--- src/rtl/ctspl_pkg.sv ---
`default_nettype none

package ctspl_pkg;

	localparam int CAPACITY    = 16;
	localparam int CLASS_COUNT = 5;
	localparam int IDX_W       = $clog2(CAPACITY);
	localparam int CNT_W       = $clog2(CAPACITY + 1);

	localparam logic [2:0] CMD_CLEAR   = 3'd0;
	localparam logic [2:0] CMD_INSERT  = 3'd1;
	localparam logic [2:0] CMD_POP     = 3'd2;
	localparam logic [2:0] CMD_POP_CLS = 3'd3;
	localparam logic [2:0] CMD_POP_NOT = 3'd4;
	localparam logic [2:0] CMD_REMOVE  = 3'd5;
	localparam logic [2:0] CMD_QUERY   = 3'd6;
	localparam logic [2:0] CMD_LOOKUP  = 3'd7;

	localparam logic [1:0] ST_OK   = 2'd0;
	localparam logic [1:0] ST_NONE = 2'd1;
	localparam logic [1:0] ST_FULL = 2'd2;

	typedef struct packed {
		logic signed [31:0] weight;
		logic [7:0]         item;
		logic [2:0]         cls;
	} entry_t;

	typedef struct packed {
		logic signed [31:0] weight;
		logic [7:0]         item;
		logic [2:0]         cls;
		logic [4:0]         mask;
	} key_t;

endpackage

`default_nettype wire

--- src/rtl/ctspl_ram.sv ---
`default_nettype none

module ctspl_ram #(
	parameter int DATA_W = 8,
	parameter int DEPTH  = 16,
	parameter int ADDR_W = $clog2(DEPTH)
) (
	input  wire logic              clk,
	input  wire logic              we,
	input  wire logic [ADDR_W-1:0] waddr,
	input  wire logic [DATA_W-1:0] wdata,
	input  wire logic              re,
	input  wire logic [ADDR_W-1:0] raddr,
	output logic      [DATA_W-1:0] rdata
);

	logic [DATA_W-1:0] mem_q [DEPTH];

	always_ff @(posedge clk) begin
		if (we) begin
			mem_q[waddr] <= wdata;
		end
		if (re) begin
			rdata <= mem_q[raddr];
		end
	end

endmodule

`default_nettype wire

--- src/rtl/ctspl_match.sv ---
`default_nettype none

module ctspl_match
	import ctspl_pkg::*;
(
	input  wire logic [2:0] cmd,
	input  wire key_t       key,
	input  wire entry_t     entry,
	output logic            hit
);

	logic [7:0] mask_ext;

	assign mask_ext = {3'b000, key.mask};

	always_comb begin
		case (cmd)
			CMD_INSERT:  hit = $signed(key.weight) >= $signed(entry.weight);
			CMD_POP:     hit = 1'b1;
			CMD_POP_CLS: hit = entry.cls == key.cls;
			CMD_POP_NOT: hit = entry.cls != key.cls;
			CMD_QUERY:   hit = (entry.cls < 3'(CLASS_COUNT)) && mask_ext[entry.cls];
			CMD_REMOVE,
			CMD_LOOKUP:  hit = (entry.item == key.item) && (entry.cls == key.cls);
			default:     hit = 1'b0;
		endcase
	end

endmodule

`default_nettype wire

--- src/rtl/class_tagged_sorted_priority_list.sv ---
`default_nettype none

// Sorted priority list of up to 16 entries (item, class, signed weight),
// highest weight first, newest first among equal weights.
// A command is taken at a clock edge with start high and busy low; busy
// stays high until the command is finished. Every command gives exactly
// one result beat: done is high for one cycle with status, out_item,
// out_class, out_weight and entry_count. The receiver has no way to stall.
// Clear, a rejected insert and any command but insert on an empty list
// raise done at the accepting edge itself, with busy never raised. Other
// commands scan the entry memory through one compare unit, one entry per
// cycle behind the registered read, and stop at the matching entry; insert,
// pop and remove then shift any entries behind it one entry per cycle
// through the single write port. done rises at the edge at which busy
// falls, and a new command may be given in that same cycle.
// Reset empties the list; entry contents are not cleared and need no pass.
module class_tagged_sorted_priority_list
	import ctspl_pkg::*;
(
	input  wire logic               clk,
	input  wire logic               arst_n,
	input  wire logic               start,
	output logic                    busy,
	input  wire logic [2:0]         command,
	input  wire logic [7:0]         item_id,
	input  wire logic [2:0]         item_class,
	input  wire logic signed [31:0] weight,
	input  wire logic [4:0]         class_mask,
	output logic                    done,
	output logic [1:0]              status,
	output logic [7:0]              out_item,
	output logic [2:0]              out_class,
	output logic signed [31:0]      out_weight,
	output logic [CNT_W-1:0]        entry_count
);

	typedef enum logic [2:0] {
		S_IDLE,
		S_SCAN,
		S_SHDN,
		S_SHUP,
		S_WRNEW
	} state_t;

	state_t             state_q;
	logic [2:0]         cmd_q;
	key_t               key_q;
	logic [CNT_W-1:0]   count_q;
	logic [CNT_W-1:0]   scan_q;
	logic [CNT_W-1:0]   pos_q;
	logic               chk_vld_s1;
	logic [IDX_W-1:0]   chk_idx_s1;
	logic               done_q;
	logic [1:0]         status_q;
	logic [7:0]         item_q;
	logic [2:0]         class_q;
	logic signed [31:0] weight_q;
	logic [CNT_W-1:0]   ecount_q;

	logic               ram_we;
	logic [IDX_W-1:0]   ram_wa;
	entry_t             ram_wd;
	logic               ram_re;
	logic [IDX_W-1:0]   ram_ra;
	entry_t             ram_rd;
	logic               hit;
	logic [CNT_W-1:0]   idx_ext;
	logic [CNT_W-1:0]   scan_nxt;
	logic [CNT_W-1:0]   scan_prv;
	entry_t             new_entry;

	assign idx_ext   = {{(CNT_W-IDX_W){1'b0}}, chk_idx_s1};
	assign scan_nxt  = scan_q + CNT_W'(1);
	assign scan_prv  = scan_q - CNT_W'(1);
	assign new_entry = '{weight: key_q.weight, item: key_q.item, cls: key_q.cls};

	ctspl_ram #(
		.DATA_W($bits(entry_t)),
		.DEPTH (CAPACITY)
	) u_ram (
		.clk  (clk),
		.we   (ram_we),
		.waddr(ram_wa),
		.wdata(ram_wd),
		.re   (ram_re),
		.raddr(ram_ra),
		.rdata(ram_rd)
	);

	ctspl_match u_match (
		.cmd  (cmd_q),
		.key  (key_q),
		.entry(ram_rd),
		.hit  (hit)
	);

	always_comb begin
		ram_we = 1'b0;
		ram_wa = chk_idx_s1;
		ram_wd = ram_rd;
		ram_re = 1'b0;
		ram_ra = scan_q[IDX_W-1:0];
		case (state_q)
			S_SCAN: begin
				ram_re = scan_q < count_q;
			end
			S_SHDN: begin
				ram_re = scan_nxt < count_q;
				ram_ra = scan_nxt[IDX_W-1:0];
				ram_we = chk_vld_s1;
			end
			S_SHUP: begin
				ram_re = scan_q > pos_q;
				ram_ra = scan_prv[IDX_W-1:0];
				ram_we = chk_vld_s1;
			end
			S_WRNEW: begin
				ram_we = 1'b1;
				ram_wa = pos_q[IDX_W-1:0];
				ram_wd = new_entry;
			end
			default: begin
				ram_we = 1'b0;
			end
		endcase
	end

	always_ff @(posedge clk or negedge arst_n) begin
		if (!arst_n) begin
			state_q    <= S_IDLE;
			cmd_q      <= CMD_CLEAR;
			key_q      <= '0;
			count_q    <= '0;
			scan_q     <= '0;
			pos_q      <= '0;
			chk_vld_s1 <= 1'b0;
			chk_idx_s1 <= '0;
			done_q     <= 1'b0;
			status_q   <= ST_OK;
			item_q     <= '0;
			class_q    <= '0;
			weight_q   <= '0;
			ecount_q   <= '0;
		end else begin
			done_q     <= 1'b0;
			chk_vld_s1 <= 1'b0;
			case (state_q)
				S_IDLE: begin
					if (start) begin
						cmd_q    <= command;
						key_q    <= '{weight: weight, item: item_id, cls: item_class,
							mask: class_mask};
						scan_q   <= '0;
						status_q <= ST_OK;
						item_q   <= '0;
						class_q  <= '0;
						weight_q <= '0;
						ecount_q <= count_q;
						case (command)
							CMD_CLEAR: begin
								count_q  <= '0;
								ecount_q <= '0;
								done_q   <= 1'b1;
							end
							CMD_INSERT: begin
								if (count_q >= CNT_W'(CAPACITY)) begin
									status_q <= ST_FULL;
									done_q   <= 1'b1;
								end else if (item_class >= 3'(CLASS_COUNT)) begin
									status_q <= ST_NONE;
									done_q   <= 1'b1;
								end else if (count_q == '0) begin
									pos_q   <= '0;
									state_q <= S_WRNEW;
								end else begin
									state_q <= S_SCAN;
								end
							end
							default: begin
								if (count_q == '0) begin
									status_q <= ST_NONE;
									done_q   <= 1'b1;
								end else begin
									state_q <= S_SCAN;
								end
							end
						endcase
					end
				end
				S_SCAN: begin
					if (ram_re) begin
						scan_q <= scan_nxt;
					end
					chk_vld_s1 <= ram_re;
					chk_idx_s1 <= scan_q[IDX_W-1:0];
					if (chk_vld_s1 && (hit || (idx_ext + CNT_W'(1) == count_q))) begin
						chk_vld_s1 <= 1'b0;
						case (cmd_q)
							CMD_INSERT: begin
								if (!hit) begin
									pos_q   <= count_q;
									state_q <= S_WRNEW;
								end else begin
									pos_q   <= idx_ext;
									scan_q  <= count_q;
									state_q <= S_SHUP;
								end
							end
							CMD_POP, CMD_POP_CLS, CMD_POP_NOT, CMD_REMOVE: begin
								if (!hit) begin
									status_q <= ST_NONE;
									ecount_q <= count_q;
									done_q   <= 1'b1;
									state_q  <= S_IDLE;
								end else begin
									item_q   <= ram_rd.item;
									class_q  <= ram_rd.cls;
									weight_q <= ram_rd.weight;
									if (idx_ext + CNT_W'(1) == count_q) begin
										count_q  <= count_q - CNT_W'(1);
										ecount_q <= count_q - CNT_W'(1);
										done_q   <= 1'b1;
										state_q  <= S_IDLE;
									end else begin
										scan_q  <= idx_ext;
										state_q <= S_SHDN;
									end
								end
							end
							default: begin
								if (hit) begin
									item_q   <= ram_rd.item;
									class_q  <= ram_rd.cls;
									weight_q <= ram_rd.weight;
								end else begin
									status_q <= ST_NONE;
								end
								ecount_q <= count_q;
								done_q   <= 1'b1;
								state_q  <= S_IDLE;
							end
						endcase
					end
				end
				S_SHDN: begin
					if (ram_re) begin
						scan_q <= scan_nxt;
					end
					chk_vld_s1 <= ram_re;
					chk_idx_s1 <= scan_q[IDX_W-1:0];
					if (chk_vld_s1 && (idx_ext + CNT_W'(2) == count_q)) begin
						chk_vld_s1 <= 1'b0;
						count_q    <= count_q - CNT_W'(1);
						ecount_q   <= count_q - CNT_W'(1);
						done_q     <= 1'b1;
						state_q    <= S_IDLE;
					end
				end
				S_SHUP: begin
					if (ram_re) begin
						scan_q <= scan_prv;
					end
					chk_vld_s1 <= ram_re;
					chk_idx_s1 <= scan_q[IDX_W-1:0];
					if (chk_vld_s1 && (idx_ext == pos_q + CNT_W'(1))) begin
						chk_vld_s1 <= 1'b0;
						state_q    <= S_WRNEW;
					end
				end
				S_WRNEW: begin
					count_q  <= count_q + CNT_W'(1);
					ecount_q <= count_q + CNT_W'(1);
					status_q <= ST_OK;
					item_q   <= key_q.item;
					class_q  <= key_q.cls;
					weight_q <= key_q.weight;
					done_q   <= 1'b1;
					state_q  <= S_IDLE;
				end
				default: begin
					state_q <= S_IDLE;
				end
			endcase
		end
	end

	assign busy        = state_q != S_IDLE;
	assign done        = done_q;
	assign status      = status_q;
	assign out_item    = item_q;
	assign out_class   = class_q;
	assign out_weight  = weight_q;
	assign entry_count = ecount_q;

endmodule

`default_nettype wire

--- config.mk ---
export PLATFORM = sky130hd
export DESIGN_NAME = class_tagged_sorted_priority_list
export DESIGN_NICKNAME = d
export VERILOG_FILES = /design/src/rtl/ctspl_pkg.sv /design/src/rtl/ctspl_ram.sv /design/src/rtl/ctspl_match.sv /design/src/rtl/class_tagged_sorted_priority_list.sv
export SDC_FILE = /design/constraint.sdc
export NUM_CORES = 1
export LEC_CHECK = 0
export BUFFER_PORTS_ARGS = -buffer_cell sky130_fd_sc_hd__clkbuf_2
export CAP_MARGIN = 0
export CELL_PAD_IN_SITES_DETAIL_PLACEMENT = 2
export CELL_PAD_IN_SITES_GLOBAL_PLACEMENT = 2
export CORE_ASPECT_RATIO = 0.75
export CORE_MARGIN = 3
export CORE_UTILIZATION = 48
export CTS_BUF_LIST = sky130_fd_sc_hd__clkbuf_8 sky130_fd_sc_hd__clkbuf_16
export CTS_CLUSTER_SIZE = 10
export DETAILED_ROUTE_END_ITERATION = 8
export GPL_TIMING_DRIVEN = 0
export HOLD_SLACK_MARGIN = 0.06
export PLACE_DENSITY_LB_ADDON = 0.1
export RECOVER_POWER = 100
export SETUP_SLACK_MARGIN = 0.1
export SLEW_MARGIN = 20
export SYNTH_ARGS = -nofsm -noshare
export SYNTH_HDL_FRONTEND = slang
export SYNTH_SLANG_ARGS = --single-unit
--- constraint.sdc ---
create_clock -name clk -period 4.8 [get_ports clk]
set_input_delay 0.24 -clock clk [delete_from_list [all_inputs] [get_ports clk]]
set_output_delay 0.24 -clock clk [all_outputs]
set_load 0.005 [all_outputs]
==> results.yml <==
outcome:
  status: "complete, but fails checks"
  violations: "capacitance limit, slew limit"
critical_path:
  crit_end: "out_weight[23]$_DFFE_PN0P_"
  crit_arrival_ns: 5.24
  setup.worst_path.start: "key_q[29]$_DFFE_PN0P_"
  r2r_cells: 11
  crit_family: "compound AO/OA/AOI/OAI gates"
  slowest_stage: "a21boi_0"
  r2r_setup_slack_ns: 0.12
  r2r-start: "key_q[29]$_DFFE_PN0P_"
  cpPeakStageDelay_ns: 0.69
  cp_cell_sequence: "ha_1, nand4_1, nor4_1, a22oi_1, a21boi_0, nor3b_1, o21ba_1, buf_2, o21ai_2, buf_6, a2bb2oi_1"
  endpoint_kind: "flip-flop"
  crit_type: "reg -> reg"
  critical_path_peak_fanout: 10
  startpoint_type: "flip-flop"
  crit_buf_inv: 2
  worstSetupPathDepth: 11
  r2r_end: "out_weight[23]$_DFFE_PN0P_"
  crit_required_ns: 5.36
power:
  power_density_nw_per_um2: 751.2
  p_sw_mw: 12.22
  pwr-share-clk_pct: 21.9
  peakVddDrop_v: 0.0003442
  switching_share_pct: 39.02
  p_int_mw: 19.10
  leakage_nw: 14.57
  comb_power_share_pct: 42.4
  pwr-share-seq_pct: 35.7
sta:
  finalWorstSetupSlack_ns: 0.1199
  hold_viol: 0
  period_needed_ns: 4.680
  period_share_pct: 97.50
  skew_ns: 0.04041
  worstMarginPinSlew_ns: 3.747
  totalNegativeSetupSlack_ns: 0
  rsz0062_at_grt: "no"
  setup_violations: 0
  slew-limit-headroom_pct: -149.8
  fmax_mhz: 213.7
  maxSlewViolCount: 140
placement:
  portBuffers: 105
  gp_congestion: 0.8882
  dp_slack_ns: 0.3335
  dp.final_hpwl_um: 83820
  dpl_cell_area_um2: 39010
route:
  routed_wl_um: 128300
  wl_per_cell_um: 38.79
  vias_per_cell: 6.596
  drtIter0Drc: 2900
  dr.pass1.iters: 5
  ant_nets: 0
  drc: 0
  vias: 21820
logic_synthesis:
  yosys.area.top_type_share_pct: 61.10
  ys_seq_area_share_pct: 69.81
  async_reset_ff_share_pct: 14.60
  yosys_warnings: 0
  synth_most_common_cell: "edfxtp_1"
  ys_top_cells_by_count: "edfxtp_1 (731), mux4_2 (215), dfrtp_1 (125)"
  ys_ff_latch: 856
  synthTopCellsByArea: "edfxtp_1 (61%), mux4_2 (13%), dfrtp_1 (8.7%)"
  synth_top_area_cell: "edfxtp_1"
  ys.flop_type: "edfxtp_1"
  syn-instance-count: 1954
  synth_nets: 2060
  yosysUniqueCellTypes: 77
  synth_edf_count: 731
  syn_area_um2: 35930
  synth_area_per_cell_um2: 18.39
global_route:
  gr-total-overflow: 0
  globalRouteMet2Util_pct: 54.67
  grt_use_met3_pct: 6.069
  grt_busiest_layer: "met2"
  antenna_found_initial: 3
  grt_pass1_wl_um: 183600
  grt_usage_pct: 33.29
  use_met1_pct: 44.66
  grt_pass1_vias: 23970
  grt_max_degree: 78
die:
  initial_core_util_pct: 48.67
  die_area_um2: 78200
  die_width_um: 321.9
  ioPinCount: 106
  core_area_um2: 73820
  row_count: 86
  die_h_um: 242.9
clocking:
  cts.clk_slew.worst_paths_ns: 0.06
  post-cts-setup-buffers: 0
  ctsResizeCount: 0
  cts_hold_buf: 52
  htree_num_levels: 3
  root_buffer: "clkbuf_16"
  cts_tree: "built"
  insertion_delay_ns: 0.67
  clock_path_buffers: 3
  cts_buffers: 96
  cts.sinks: 856
hold_path:
  holdCritPathClass: "in -> reg"
flow_run:
  maxCapViolCount: 8
cells_and_area:
  stdcell_area_um2: 41690
  fillers: 6322
  antenna-diode-count: 0
  layout-drive-gt1-share_pct: 23.72
  layout.nets: 2364
  area_delta_synth_final_pct: 16.06
-- worst min-delay path: stages --
cell,delay (ns)
clkbuf_2,0.16
nand2_1,0.11
o2111ai_1,0.22
-- registers in the layout, summed over array words and instances (netlist names) --
name         cells
pos_q            5
key_q           48
done             1
chk_vld_s1       1
scan_q           5
entry_count      5
out_class        3
state_q          3
status           2
cmd_q            3
out_item         8
u_ram.mem_q    688
chk_idx_s1       4
count_q          5
out_weight      32
u_ram.rdata     43
-- how the worst min path moves through the flow --
stage                         start                         to  slack, ns  cells past startpoint
after floorplan              arst_n  chk_idx_s1[0]$_DFFE_PN0P_      -0.06                      0
after global placement    weight[0]      key_q[16]$_DFFE_PN0P_       0.45                      3
after detailed placement     arst_n    out_item[7]$_DFFE_PN0P_       0.25                      1
after CTS                     start             done$_DFF_PN0_        0.1                      3
after global routing          start             done$_DFF_PN0_       0.13                      3
final                         start             done$_DFF_PN0_       0.16                      3
-- stage by stage --
step                      std cells  hold slack [ns]  util [%]  total power [mW]
after floorplan                1954         -0.05559         -             19.33
after detailed placement       3075           0.2461     52.84             24.56
after CTS                      3307          0.09954     57.41             31.61
after global routing           3308           0.1264     56.48             32.50
final                          3308           0.1613     56.48             31.32
after global placement         3027           0.4506     51.02             23.37
-- metal layers --
metal	wire length, um	part of all wire (%)
met5	0	0
met2	62750	49
met3	9856	7.7
met1	50280	39
met4	5427	4.2
-- kinds of logic after synthesis --
kind of cell | count (synthesis) | synth area share (%)
adders and majority gates | 52 | 1.811
DFF | 856 | 69.81
muxes | 279 | 15.45
and+or+nand+nor | 269 | 3.413
AOI/OAI and AO/OA | 296 | 6.412
buffers and inverters | 164 | 2.104
xor gates and xnor gates | 38 | 0.9996
-- placed cells by master (no fill, tap or decap), drive strengths merged, types with 3 or more instances in the layout --
cell and count:
nand3 21, or2 3, nand2 117, mux2i 9, nor4 6, ha 52, xor2 19, o22ai 8
a22o 5, a21boi 4, clkbuf 282, edfxtp 731, dfrtp 125, nor3 17, inv 135, or3 3
and3 3, nand4 8, dlygate4sd3 52, nor2b 7, a21o 7, mux4 215, buf 80, nor2 62
o31ai 48, nand3b 4, o21ai 82, a2bb2oi 44, mux2 55, a221oi 5, nand2b 7, a211oi 6
o211ai 6, a22oi 6, a21oi 38, a31oi 13, xnor2 19
-- power groups by stage --
stage | combinational, mW | clock (mW) | sequential (mW)
4_1_cts | 13.5 | 6.90 | 11.2
3_3_place_gp | 12.1 | 0 | 11.2
3_5_place_dp | 13.3 | 0 | 11.3
5_1_grt | 14.0 | 7.21 | 11.3
6_report | 13.3 | 6.85 | 11.2
2_1_floorplan | 8.40 | 0 | 10.9
-- layout make-up --
type | instances | area (um^2) | area share, %
sequential | 856 | 25080 | 60.15
multi-input combinational | 934 | 9930 | 23.82
clock buffer | 102 | 2519 | 6.041
timing repair buffer | 206 | 1874 | 4.495
tap | 968 | 1211 | 2.905
buffer | 106 | 529.3 | 1.269
clock inverter | 78 | 334.1 | 0.8012
inverter | 58 | 217.7 | 0.5222
Note: power is estimated with default switching activity, not from simulation.
